--- src/rtl/rlc_segmenting_packet_queue_core_assert.svh ---
// ----------------------------------------------------------------------------
// RLC segmenting packet queue: assertion macros
// Shared concurrent assertion forms used by the queue RTL.
// ----------------------------------------------------------------------------
`ifndef RLC_SEGMENTING_PACKET_QUEUE_CORE_ASSERT_SVH
`define RLC_SEGMENTING_PACKET_QUEUE_CORE_ASSERT_SVH

// Same-cycle implication, checked outside of reset.
`define RLCQ_ASSERT_NOW(label, clk, rst_n, ante, cons) \
    label: assert property (@(posedge clk) disable iff (!rst_n) (ante) |-> (cons)) \
        else $error("rlcq check failed");

// Next-cycle implication, checked outside of reset.
`define RLCQ_ASSERT_NEXT(label, clk, rst_n, ante, cons) \
    label: assert property (@(posedge clk) disable iff (!rst_n) (ante) |=> (cons)) \
        else $error("rlcq check failed");

`endif

--- src/rtl/rlcq_ram.sv ---
// ----------------------------------------------------------------------------
// Generic RAM
// One write port, one read port, registered read data.
// ----------------------------------------------------------------------------
`timescale 1ns / 1ps
`default_nettype none
module rlcq_ram #(
    parameter int WIDTH = 8,
    parameter int DEPTH = 32
) (
    input  wire logic                     clk,
    input  wire logic                     we,
    input  wire logic [$clog2(DEPTH)-1:0] waddr,
    input  wire logic [WIDTH-1:0]         wdata,
    input  wire logic [$clog2(DEPTH)-1:0] raddr,
    output logic      [WIDTH-1:0]         rdata
);

    logic [WIDTH-1:0] mem [DEPTH];

    always_ff @(posedge clk)
    begin
        if (we)
        begin
            mem[waddr] <= wdata;
        end
        rdata <= mem[raddr];
    end

endmodule
`default_nettype wire

--- config.mk ---
export PLATFORM = sky130hd
export DESIGN_NAME = rlcq_ram
export DESIGN_NICKNAME = d
export VERILOG_FILES = /design/src/rtl/rlc_segmenting_packet_queue_core_assert.svh /design/src/rtl/rlcq_ram.sv
export SDC_FILE = /design/constraint.sdc
export NUM_CORES = 1
export LEC_CHECK = 0
export BUFFER_PORTS_ARGS = -buffer_cell sky130_fd_sc_hd__buf_2
export CAP_MARGIN = 20
export CORE_MARGIN = 8
export CORE_UTILIZATION = 44
export DETAILED_ROUTE_END_ITERATION = 6
export MAX_ROUTING_LAYER = met4
export PLACE_DENSITY_LB_ADDON = 0.2
export SYNTH_ARGS = -nofsm -noshare
export SYNTH_HDL_FRONTEND = slang
export SYNTH_SLANG_ARGS = --single-unit
--- constraint.sdc ---
create_clock -name clk -period 3.4 [get_ports clk]
set_input_delay 0.34 -clock clk [delete_from_list [all_inputs] [get_ports clk]]
set_output_delay 0.34 -clock clk [all_outputs]
set_load 0.01 [all_outputs]
Yosys cells after proc, flatten, opt, wreduce, memory -nomap -nowiden
Memories as Yosys holds them, arrays and structs flattened. A register that Yosys moved wholly into a read port is not among the register bits.
Cells that the tools add are included.

word-level totals
  RAM bits = 256
  logic and storage cells = 3
  bits in registers = 0
  output and inout port bits = 8
  input port bits = 20
  memories = 1

operators by class
  multiplexer cells = 2

memory list
  name  words  bits a word  rd ports  clocked after Yosys merged registers in  write ports  line            source
  mem   32     8            1         1                                        1            rlcq_ram.sv:19  logic [WIDTH-1:0] mem [DEPTH];

operator list
  operator  count
  $mux W1   2

Depth between registers and ports, before layout
  depth after elaboration = 2
  depth in mapped cells = 5

Least setup slack after synthesis
OpenSTA, ideal clock, no wires.

  path type = input port to flip-flop
  from = input raddr[2]
  to = register rdata[0] (read register of mem)
  path slack = 1.258 ns
  stages on the path = 5
  library setup time = 0.121 ns
  arrival time = 2.022 ns
  required time = 3.279 ns
  path through = clkbuf_1 clkbuf_1 mux4_2 mux4_2 mux2_2

RTL lines
  element      line            source
  from (decl)  rlcq_ram.sv:15  input wire logic [$clog2(DEPTH)-1:0] raddr,
  to (decl)    rlcq_ram.sv:16  output logic [WIDTH-1:0] rdata

==> metrics.md <==
| Metric | Value |
|---|---|
| Vias per cell | `5.81` |
| GPL Wtd Cong | `0.706` |
| Worst-margin pin slew | `0.918 ns` |
| Leak | `3.49 nW` |
| Critical Path Sink | `rdata[7]$_DFF_P_` |
| Critical Path Fanout Max | `30` |
| CTS sink cnt | `264` |
| FF-to-FF setup slack | `1.56 ns` |
| Core footprint | `0.0225 mm^2` |
| Starting density of the core | `0.447` |
| Maximum vdd drop | `0.000264 V` |
| Final max-slew violation count | `0` |
| Die extent in x | `167 um` |
| Clk_lat worst skew | `0.51 ns` |
| Root Buffer | `clkbuf_16` |
| DR vias | `4402` |
| Setup TNS | `0 ns` |
| Height of the die | `167 um` |
| Ys Warns | `0` |
| Cells after Synth | `417` |
| Yosys reg bits | `264` |
| Seq/Total Area, Yosys | `0.781` |
| Hpwl dp | `12600 um` |
| DRC viols | `0` |
| Clock Path Buffers | `3` |
| Cell Pwr Density | `590 mW/mm^2` |
| Cell area after synthesis | `0.0101 mm^2` |
| Hold Vio Cnt, Final | `0` |
| Crit path required time | `3.79 ns` |
| Worst slew margin | `0.386` |
| Core Rows | `55` |
| Grt total ovfl | `0` |
| Period utilization | `0.609` |
| Minimum clock period | `2.07 ns` |
| CP Class | `input port to register` |
| Max-cap violations | `0` |
| Crit path launch | `raddr[0]` |
| CTS tree | `yes` |
| Max Freq | `483 MHz` |
| Synth unique cells | `15` |
| Status | `completed` |
| FF-to-FF End | `rdata[7]$_DFF_P_` |
| Number of global-route vias before repair | `4590` |
| Inserted Clock Buffers | `27` |
| Worst clock skew | `0.0139 ns` |
| Critical Path Max Stage Delay | `0.59 ns` |
| Total track usage | `0.152` |
| Mapped Nets | `437` |
| Path depth of the worst reg2reg path | `3` |
| 1st-pass router iterations | `5` |
| Critical path capture point type | `register` |
| IO Port Bufs | `27` |
| Initial antenna violation count | `0` |
| I/O pins | `28` |
| Worst r2r src | `mem[31][7]$_DFFE_PP_` |
| RSZ-0062 raised after global routing | `no` |
| Drt wl/cell | `27.1 um` |
| CTS hold repair buffers | `0` |
| H-tree levels | `1` |
| Synth Area per Inst | `24.1 um^2` |
| Critical path depth | `5` |
| Crit-path cells | `buf_4, buf_12, mux4_2, mux4_2, mux2_2` |
| Die footprint | `0.0279 mm^2` |
| Final Setup Violations | `0` |
| Startpoint types | `input port` |
| CP Buf/Inv Count | `2` |
| Largest net degree at the start of global routing | `65` |
| Hold Path Class | `input port to register` |
| Worst-path clk slew | `0.06 ns` |
| Cts repair resizes | `0` |
| First-pass GRT wire length | `30600 um` |
| Synth-to-Final Area Change | `12.4%` |
| Top delay family on crit path | `multiplexers` |
| CP max-delay cell | `mux4_2` |
| Post CTS Setup Buffer Count | `0` |
| Total Routed Length | `20500 um` |
| Final ANT Viol Nets | `0` |
| Total power | `0.00667 W` |
| Crit-path most repeated cell | `mux4_2` |
| Worst Path Arrival | `2.46 ns` |
| DRT iter0 DRCs | `485` |
| Ant diodes | `0` |
| Share of post-route cells with drive strength above 1 | `0.326` |
| Layout Nets | `476` |
[where the power goes]
| part | total [W] | switching, W | internal (W) |
|---|---|---|---|
| clock network | 0.00269 | 0.00112 | 0.00157 |
| registers | 0.00364 | 0.0000174 | 0.00362 |
| logic | 0.000340 | 0.000193 | 0.000147 |
[cell type report]
cell class,count,area [um^2]
sequential,264,7850
multi-input combinational,133,2100
clock inverter,9,67.6
fill,1754,11200
tap,285,357
timing repair buffer,30,198
clock buffer,37,733
[cell usage after synthesis]
cell | number | area [um^2]
or3b_2 | 3 | 26.3
buf_2 | 1 | 5.00
buf_4 | 6 | 45.0
nand3b_1 | 5 | 37.5
edfxtp_1 | 256 | 7690
mux2_2 | 8 | 90.1
buf_6 | 1 | 11.3
buf_1 | 6 | 22.5
nand2_1 | 1 | 3.75
dfxtp_1 | 8 | 160
or3_1 | 1 | 6.26
nor2_1 | 33 | 124
nand3_1 | 2 | 10.0
clkbuf_1 | 6 | 22.5
mux4_2 | 80 | 1800
[cell usage in the layout (no fill, tap or decap)]
master / netlist / final
buf_2: 1 / 26
clkinv_2: 0 / 2
or3b_2: 3 / 3
edfxtp_1: 256 / 256
nand3_1: 2 / 2
clkinv_4: 0 / 1
dfxtp_1: 8 / 8
nand3b_1: 5 / 5
nand2_1: 1 / 1
bufinv_16: 0 / 1
nor2_1: 33 / 33
buf_4: 6 / 1
or3_1: 1 / 1
clkbuf_1: 6 / 8
mux2_2: 8 / 8
clkbuf_8: 0 / 2
buf_12: 0 / 3
clkbuf_16: 0 / 27
clkinv_1: 0 / 5
mux4_2: 80 / 80
[routing by layer]
layer | vias up | global-route usage | wire (um)
met5 | - | - | 0
met4 | 0 | 0.0334 | 312
met3 | 28 | 0.0209 | 1000
met2 | 125 | 0.226 | 9620
met1 | 2398 | 0.223 | 9610
li1 | 1851 | - | -
[registers in the layout, summed over array words and instances (netlist names)]
| register | cells |
|---|---|
| rdata | 8 |
| mem | 256 |
[logic make-up after synthesis]
logic type             share of synthesized area
DFF                                        0.781
muxes                                      0.188
and+or+nand+nor                           0.0207
buffers and inverters                     0.0106
[worst min path at each step]
stage                           startpoint                  end  depth (start not counted)
after floorplan                   wdata[0]  mem[0][0]$_DFFE_PP_                          0
after global placement    rdata[2]$_DFF_P_             rdata[2]                          1
after detailed placement  rdata[2]$_DFF_P_             rdata[2]                          1
after CTS                         raddr[3]     rdata[6]$_DFF_P_                          2
after global routing              raddr[3]     rdata[6]$_DFF_P_                          2
final                             raddr[3]     rdata[6]$_DFF_P_                          2
[worst register-to-register path, delay by kind of cell, from the launching register on]
| kind | cells | cell delay, ns |
|---|---|---|
| muxes | 3 | 1.35 |
| DFF | 1 | 0.37 |
[through the flow]
step	cell area, um^2	setup slack, ns	std cells	utilization	hold slack, ns
floorplan	10100	1.26	417	-	0.439
global placement	10500	0.793	712	0.467	0.741
detailed placement	10500	0.765	712	0.467	0.742
CTS	11300	1.30	758	0.502	0.265
global route	11300	1.27	758	0.502	0.282
finish	11300	1.33	758	0.502	0.283
Power figures use the tool's default switching activity.
